===== config.mk =====
export PLATFORM = sky130hd
export DESIGN_NAME = periodic_oneshot_timer_table
export DESIGN_NICKNAME = d
export VERILOG_FILES = /design/src/design/potimer_pkg.sv /design/src/design/potimer_ctrl.sv /design/src/design/potimer_dp.sv /design/src/design/periodic_oneshot_timer_table.sv
export SDC_FILE = /design/constraint.sdc
export NUM_CORES = 2
export LEC_CHECK = 0
export ABC_AREA = 1
export ABC_CLOCK_PERIOD_IN_PS = 13300
export BUFFER_PORTS_ARGS = -buffer_cell sky130_fd_sc_hd__buf_2
export CAP_MARGIN = 25
export CORE_MARGIN = 1.5
export CORE_UTILIZATION = 50
export CTS_BUF_LIST = sky130_fd_sc_hd__clkbuf_8 sky130_fd_sc_hd__clkbuf_16
export CTS_CLUSTER_DIAMETER = 120
export CTS_CLUSTER_SIZE = 28
export DETAILED_ROUTE_END_ITERATION = 10
export PLACE_DENSITY = 0.73
export SLEW_MARGIN = 20
export SYNTH_ARGS = -nofsm -noshare
export SYNTH_HDL_FRONTEND = slang
export SYNTH_SLANG_ARGS = --single-unit

===== constraint.sdc =====
create_clock -name clk -period 13.3 [get_ports clk]
set_input_delay 0 -clock clk [delete_from_list [all_inputs] [get_ports clk]]
set_output_delay 0 -clock clk [all_outputs]
set_load 0.1 [all_outputs]

===== src/design/potimer_pkg.sv =====
package potimer_pkg;

    typedef enum logic [1:0] {
        OP_TICK   = 2'd0,
        OP_ADD    = 2'd1,
        OP_DELETE = 2'd2,
        OP_IGNORE = 2'd3
    } opcode_t;

    localparam logic [1:0] ST_OK        = 2'd0;
    localparam logic [1:0] ST_FULL      = 2'd1;
    localparam logic [1:0] ST_NOT_FOUND = 2'd2;

    localparam logic KIND_FIRE = 1'b0;
    localparam logic KIND_DONE = 1'b1;

    typedef struct packed {
        opcode_t       opcode;
        logic [15:0]   delta;
        logic [31:0]   period;
        logic          repeat_req;
        logic [15:0]   owner;
    } req_item_t;

    typedef struct packed {
        logic          kind;
        logic [15:0]   fired_owner;
        logic [15:0]   fired_delta;
        logic          removed;
        logic [1:0]    status;
        logic [4:0]    entry_count;
        logic          last;
    } rsp_item_t;

    typedef struct packed {
        logic [15:0]   owner;
        logic [31:0]   accum;
        logic [31:0]   limit;
        logic          rep;
    } entry_t;

    typedef enum logic [2:0] {
        S_IDLE,
        S_ADD,
        S_LOAD,
        S_WALK,
        S_DONE
    } ctrl_state_t;

    typedef struct packed {
        logic accept;
        logic add;
        logic load;
        logic step;
        logic done;
    } potimer_cmd_t;

    typedef struct packed {
        opcode_t in_opcode;
        logic    live_zero;
        logic    walk_last;
        logic    step_ok;
        logic    out_free;
    } potimer_stat_t;

endpackage


===== src/design/potimer_ctrl.sv =====
module potimer_ctrl
    import potimer_pkg::*;
(
    input  logic          clk,
    input  logic          rst_n,
    input  logic          in_valid,
    output logic          in_stall,
    input  potimer_stat_t stat,
    output potimer_cmd_t  cmd
);

    ctrl_state_t state_reg;
    ctrl_state_t state_next;

    always_ff @(posedge clk or negedge rst_n)
    begin
        if (!rst_n)
        begin
            state_reg <= S_IDLE;
        end
        else
        begin
            state_reg <= state_next;
        end
    end

    always_comb
    begin
        state_next = state_reg;
        cmd        = '0;
        in_stall   = 1'b1;
        case (state_reg)
            S_IDLE:
            begin
                in_stall = 1'b0;
                if (in_valid)
                begin
                    cmd.accept = 1'b1;
                    case (stat.in_opcode)
                        OP_TICK:   state_next = S_LOAD;
                        OP_DELETE: state_next = S_LOAD;
                        OP_ADD:    state_next = S_ADD;
                        default:   state_next = S_DONE;
                    endcase
                end
            end
            S_ADD:
            begin
                cmd.add    = 1'b1;
                state_next = S_DONE;
            end
            S_LOAD:
            begin
                cmd.load   = 1'b1;
                state_next = stat.live_zero ? S_DONE : S_WALK;
            end
            S_WALK:
            begin
                if (stat.step_ok)
                begin
                    cmd.step = 1'b1;
                    if (stat.walk_last)
                    begin
                        state_next = S_DONE;
                    end
                end
            end
            S_DONE:
            begin
                if (stat.out_free)
                begin
                    cmd.done   = 1'b1;
                    state_next = S_IDLE;
                end
            end
            default:
            begin
                state_next = S_IDLE;
            end
        endcase
    end

endmodule


===== src/design/potimer_dp.sv =====
module potimer_dp
    import potimer_pkg::*;
#(
    parameter int ENTRIES = 16
)
(
    input  logic          clk,
    input  logic          rst_n,
    input  req_item_t     req,
    input  potimer_cmd_t  cmd,
    output potimer_stat_t stat,
    output logic          rsp_valid,
    input  logic          rsp_stall,
    output rsp_item_t     rsp
);

    localparam int IDX_W = (ENTRIES > 1) ? $clog2(ENTRIES) : 1;
    localparam int CNT_W = $clog2(ENTRIES + 1);

    entry_t               mem [ENTRIES];
    entry_t               rdata_reg;
    req_item_t            op_reg;
    logic [CNT_W-1:0]     live_reg;
    logic [CNT_W-1:0]     live_next;
    logic [CNT_W-1:0]     walk_len_reg;
    logic [IDX_W-1:0]     rd_reg;
    logic [IDX_W-1:0]     wr_reg;
    logic                 found_reg;
    logic                 full_reg;
    logic                 out_valid_reg;
    logic                 out_valid_next;
    rsp_item_t            out_item_reg;
    rsp_item_t            out_item_next;

    logic [32:0]          sum;
    logic [31:0]          acc_sat;
    logic [32:0]          diff;
    logic                 fire;
    logic                 match;
    logic                 drop;
    logic                 emits;
    logic                 out_free;
    logic                 walk_last;
    logic                 is_tick;
    logic                 is_del;
    logic                 mem_we;
    logic [IDX_W-1:0]     waddr;
    entry_t               wdata;
    logic                 mem_re;
    logic [IDX_W-1:0]     raddr;
    logic [1:0]           done_status;

    assign is_tick = (op_reg.opcode == OP_TICK);
    assign is_del  = (op_reg.opcode == OP_DELETE);

    // saturating add, then the period compare and subtract share one adder
    assign sum     = {1'b0, rdata_reg.accum} + 33'(op_reg.delta);
    assign acc_sat = sum[32] ? 32'hFFFF_FFFF : sum[31:0];
    assign diff    = {1'b0, acc_sat} - {1'b0, rdata_reg.limit};
    assign fire    = !diff[32];
    assign match   = !found_reg && (rdata_reg.owner == op_reg.owner);

    assign drop      = is_tick ? (fire && !rdata_reg.rep) : (is_del && match);
    assign emits     = is_tick && fire;
    assign out_free  = !out_valid_reg || !rsp_stall;
    assign walk_last = ((CNT_W'(rd_reg) + CNT_W'(1)) == walk_len_reg);

    assign stat.in_opcode = req.opcode;
    assign stat.live_zero = (live_reg == '0);
    assign stat.walk_last = walk_last;
    assign stat.step_ok   = !emits || out_free;
    assign stat.out_free  = out_free;

    // table write: append on add, compaction write while walking
    always_comb
    begin
        mem_we = 1'b0;
        waddr  = wr_reg;
        wdata  = rdata_reg;
        if (cmd.add)
        begin
            mem_we      = (live_reg != CNT_W'(ENTRIES));
            waddr       = live_reg[IDX_W-1:0];
            wdata.owner = op_reg.owner;
            wdata.accum = '0;
            wdata.limit = op_reg.period;
            wdata.rep   = op_reg.repeat_req;
        end
        else if (cmd.step)
        begin
            mem_we = !drop;
            if (is_tick)
            begin
                wdata.accum = fire ? diff[31:0] : acc_sat;
            end
        end
    end

    assign mem_re = cmd.load || (cmd.step && !walk_last);
    assign raddr  = cmd.load ? '0 : rd_reg + IDX_W'(1);

    always_ff @(posedge clk)
    begin
        if (mem_we)
        begin
            mem[waddr] <= wdata;
        end
        if (mem_re)
        begin
            rdata_reg <= mem[raddr];
        end
    end

    always_ff @(posedge clk)
    begin
        if (cmd.accept)
        begin
            op_reg <= req;
        end
        if (cmd.load)
        begin
            walk_len_reg <= live_reg;
        end
        if (cmd.add)
        begin
            full_reg <= (live_reg == CNT_W'(ENTRIES));
        end
    end

    always_comb
    begin
        live_next = live_reg;
        if (cmd.add && (live_reg != CNT_W'(ENTRIES)))
        begin
            live_next = live_reg + CNT_W'(1);
        end
        else if (cmd.step && drop)
        begin
            live_next = live_reg - CNT_W'(1);
        end
    end

    always_ff @(posedge clk or negedge rst_n)
    begin
        if (!rst_n)
        begin
            live_reg  <= '0;
            rd_reg    <= '0;
            wr_reg    <= '0;
            found_reg <= 1'b0;
        end
        else
        begin
            live_reg <= live_next;
            if (cmd.load)
            begin
                rd_reg    <= '0;
                wr_reg    <= '0;
                found_reg <= 1'b0;
            end
            else if (cmd.step)
            begin
                rd_reg <= rd_reg + IDX_W'(1);
                if (!drop)
                begin
                    wr_reg <= wr_reg + IDX_W'(1);
                end
                if (is_del && match)
                begin
                    found_reg <= 1'b1;
                end
            end
        end
    end

    always_comb
    begin
        case (op_reg.opcode)
            OP_ADD:    done_status = full_reg ? ST_FULL : ST_OK;
            OP_DELETE: done_status = found_reg ? ST_OK : ST_NOT_FOUND;
            default:   done_status = ST_OK;
        endcase
    end

    // output register, so the next item may start while a result waits
    always_comb
    begin
        out_valid_next = out_valid_reg && rsp_stall;
        out_item_next  = out_item_reg;
        if (cmd.step && emits)
        begin
            out_valid_next            = 1'b1;
            out_item_next.kind        = KIND_FIRE;
            out_item_next.fired_owner = rdata_reg.owner;
            out_item_next.fired_delta = op_reg.delta;
            out_item_next.removed     = drop;
            out_item_next.status      = ST_OK;
            out_item_next.entry_count = 5'(live_next);
            out_item_next.last        = 1'b0;
        end
        else if (cmd.done)
        begin
            out_valid_next            = 1'b1;
            out_item_next.kind        = KIND_DONE;
            out_item_next.fired_owner = '0;
            out_item_next.fired_delta = '0;
            out_item_next.removed     = 1'b0;
            out_item_next.status      = done_status;
            out_item_next.entry_count = 5'(live_reg);
            out_item_next.last        = 1'b1;
        end
    end

    always_ff @(posedge clk or negedge rst_n)
    begin
        if (!rst_n)
        begin
            out_valid_reg <= 1'b0;
        end
        else
        begin
            out_valid_reg <= out_valid_next;
        end
    end

    always_ff @(posedge clk)
    begin
        out_item_reg <= out_item_next;
    end

    assign rsp_valid = out_valid_reg;
    assign rsp       = out_item_reg;

    a_live_bound: assert property (@(posedge clk) disable iff (!rst_n)
        live_reg <= CNT_W'(ENTRIES))
        else $error("live count beyond table size");

    a_compact_behind: assert property (@(posedge clk) disable iff (!rst_n)
        cmd.step |-> wr_reg <= rd_reg)
        else $error("compaction write ahead of read");

    a_no_overwrite: assert property (@(posedge clk) disable iff (!rst_n)
        (cmd.done || (cmd.step && emits)) |-> out_free)
        else $error("result loaded while output register busy");

    a_drop_count: assert property (@(posedge clk) disable iff (!rst_n)
        (cmd.step && drop) |=> live_reg == $past(live_reg) - CNT_W'(1))
        else $error("removal did not lower live count");

endmodule


===== src/design/periodic_oneshot_timer_table.sv =====
// Table of up to ENTRIES software timers, one-shot or periodic, kept in insertion order in a
// table memory with one registered read port and one write port. Items are taken only between
// operations: an add passes through an add state and a done state, a tick or a delete through
// a load state, a walk that reads each live slot and writes it back compacted (skipped when
// the table is empty), and a done state. Each fire or done item waits in the output register;
// the walk holds on a fire, and the done state waits, while that register is full and stalled.
module periodic_oneshot_timer_table
    import potimer_pkg::*;
#(
    parameter int ENTRIES = 16
)
(
    input  logic      clk,
    input  logic      rst_n,
    input  logic      req_valid,
    output logic      req_stall,
    input  req_item_t req,
    output logic      rsp_valid,
    input  logic      rsp_stall,
    output rsp_item_t rsp
);

    potimer_cmd_t  cmd;
    potimer_stat_t stat;

    potimer_ctrl u_ctrl (
        .clk      (clk),
        .rst_n    (rst_n),
        .in_valid (req_valid),
        .in_stall (req_stall),
        .stat     (stat),
        .cmd      (cmd)
    );

    potimer_dp #(
        .ENTRIES (ENTRIES)
    ) u_dp (
        .clk       (clk),
        .rst_n     (rst_n),
        .req       (req),
        .cmd       (cmd),
        .stat      (stat),
        .rsp_valid (rsp_valid),
        .rsp_stall (rsp_stall),
        .rsp       (rsp)
    );

endmodule

==> flow_metrics.tcl <==
set metrics [dict create \
    p_sw_frac 0.445 \
    tightest_slew_ns 1.10 \
    switchingPower_mw 7.80 \
    hold_violations 0 \
    cp-start-kind "register" \
    cts_tree "done" \
    setup_viol_count_final 0 \
    final_cells 6724 \
    initialDrtViolationCount 5438 \
    p_leak_nw 22.6 \
    netlist_instances 4947 \
    grt-ovfl-total 0 \
    ys_ff_latch 1509 \
    critPathKind "register to register" \
    min_period_ns 6.69 \
    grt_pass1_vias 39800 \
    wl_mm 168 \
    status "completed" \
    finalPower_mw 17.5 \
    drive_above_1_share 0.0739 \
    path_common_cell "nand2_1" \
    drt-vias-per-instance 6.13 \
    synth_edf_count 1488 \
    syn_nets 5075 \
    slew_viol_final 0 \
    fin_skew_ns 0.0243 \
    largest_reg_flops 1296 \
    drtPass1Iterations 6 \
    arrival_ns 7.07 \
    antenna_found_initial 4 \
    irDropWorstVdd_v 0.000255 \
    p_per_area_nw_per_um2 259 \
    synth_area_um2 62300 \
    numPortBuffers 114 \
    rsz0062_at_grt "no" \
    synth_area_leaders "edfxtp_1 72%, o21ai_0 6.1%, nor2_1 4.9%, nand2_1 2.6%, o22ai_1 2.0%" \
    ios 115 \
    post-dp-hpwl_mm 94.4 \
    die_y_um 356 \
    cp.required_ns 13.67 \
    final_common_cell "edfxtp_1" \
    clock_latency_ns 0.74 \
    cts_root_buffer "clkbuf_16" \
    ant_nets 0 \
    fin_crit_sh 0.503 \
    coreArea_um2 124000 \
    hold_path.class "primary input to register" \
    drc 0 \
    drv_cap 0 \
    crit_end "u_dp.mem[8][37]" \
    fill_cells 10100 \
    syn_avg_cell_area_um2 12.6 \
    r2r_end "u_dp.mem[8][37]" \
    yosysTopAreaCellShare 0.717 \
    pre_cts_ws_ns 6.60 \
    crit_start "u_dp.op_reg[49]" \
    vias 41200 \
    max-slew-margin-rel 0.267 \
    yosysUniqueCellTypes 49 \
    ctsHoldBuffers 124 \
    synth_ff_type "edfxtp_1" \
    sequentialPowerShare 0.396 \
    clock.fmax_mhz 149 \
    dieArea_um2 127000 \
    htreeDepth 2 \
    grt_pass1_wl_mm 251 \
    finish.utilization 0.549 \
    slowest_stage "buf_4" \
    grt_max_degree 199 \
    place_area_um2 64600 \
    fin_area_um2 67800 \
    path_clk_slew_ns 0.11 \
    post_cts_buffers 0 \
    cts_buffer_depth 3 \
    reg2reg_depth 26 \
    crit_path_max_fanout 44 \
    combPwrFrac 0.474 \
    cts_made_buffers 61 \
    mostFrequentLayoutCells "1,488 x edfxtp_1, 815 x nor2_1, 738 x o21ai_0, 425 x nand2_1, 226 x inv_1" \
    nets 5184 \
    cts_resized 0 \
    grtUsageTotal 0.262 \
    cpPeakStageDelay_ns 0.78 \
    setup_tns_ns 0 \
    clock-sinks 1509 \
    r2r_start "u_dp.op_reg[49]" \
    rows 129 \
    yosys_warnings 0 \
    whs_ns 0.0268 \
    end_kind "register" \
    pwr-share-clk 0.130 \
    die_x_um 356 \
    yosysTopAreaCell "edfxtp_1" \
    syn_to_final_growth_pct 8.91 \
    r2r_setup_slack_ns 6.61 \
    gp_congestion 0.966 \
    synth-seq-area-share 0.726 \
    p_int_mw 9.74 \
    async_flop_share 0.0119 \
    start_util 0.504 \
    post_drt_wl_per_cell_um 25.0 \
    final.setup.worst_slack_ns 6.61 \
    dp_cells 6495 \
]
## cells in the mapped netlist, types with 8 or more instances
master    count
xnor2_1      27
nor2_1      819
a31oi_1      11
o21ai_1      45
dfrtp_1      18
o21bai_1      8
inv_1       203
o22ai_1     197
xor2_1       40
edfxtp_1   1488
o211ai_1    129
o221ai_1    130
nor3_1       35
a21oi_1      66
nand4_1      11
or2_2         9
clkbuf_1    265
nand3_1      95
buf_2        17
ha_1         55
o21ai_0     765
nand2_1     428
nand2_2      12
## worst max-delay path, delay by kind of cell (launching register included)
| family | cells | cell delay [ns] |
|---|---|---|
| compound gates | 1 | 0.18 |
| fa+ha+maj | 3 | 1.08 |
| buf+inv | 3 | 1.52 |
| flops | 1 | 0.41 |
| simple gates | 19 | 3.07 |
## kinds of logic after synthesis
family	count (synthesis)	synth area share
fa+ha+maj	57	0.0117
simple gates	1438	0.0929
flops	1509	0.726
compound gates	1369	0.129
buf+inv	507	0.0317
xor+xnor	67	0.00942
## power by group through the flow
stage | clock network, mW | registers, mW | logic (mW)
2_1_floorplan | 0 | 7.20 | 5.17
3_3_place_gp | 0 | 7.03 | 7.99
3_5_place_dp | 0 | 7.04 | 8.09
4_1_cts | 2.31 | 6.94 | 8.15
5_1_grt | 2.46 | 6.98 | 9.04
6_report | 2.28 | 6.94 | 8.32
## routing by layer
layer	share of wire	global-route usage	vias to the layer above	wire length (um)
met2	0.48	0.429	2075	81300
met5	0.00016	0	-	27
met3	0.085	0.0336	221	14200
li1	-	-	18300	-
met4	0.025	0.0690	4	4180
met1	0.41	0.371	20600	68400
## area by class of cell
type | instances | area, um2 | area share
antenna | 1 | 2.50 | 0.0000369
clock buffer | 62 | 1550 | 0.0229
clock inverter | 31 | 190 | 0.00280
inverter | 212 | 818 | 0.0121
multi-input combinational | 2931 | 15300 | 0.226
sequential | 1509 | 45200 | 0.666
tap | 1637 | 2050 | 0.0302
timing repair buffer | 341 | 2710 | 0.0399
## worst min path at each step
stage	start	end	slack (ns)	depth (start not counted)
4_1_cts	req[53]	u_dp.op_reg[53]	0.001	2
6_report	req[53]	u_dp.op_reg[53]	0.03	2
2_1_floorplan	rst_n	u_ctrl.state_reg[0]	-0.30	0
3_3_place_gp	rst_n	u_dp.rsp_valid	-0.03	1
5_1_grt	req[53]	u_dp.op_reg[53]	0.02	2
3_5_place_dp	rst_n	u_dp.rsp_valid	-0.03	1
Power figures use the tool's default switching activity.
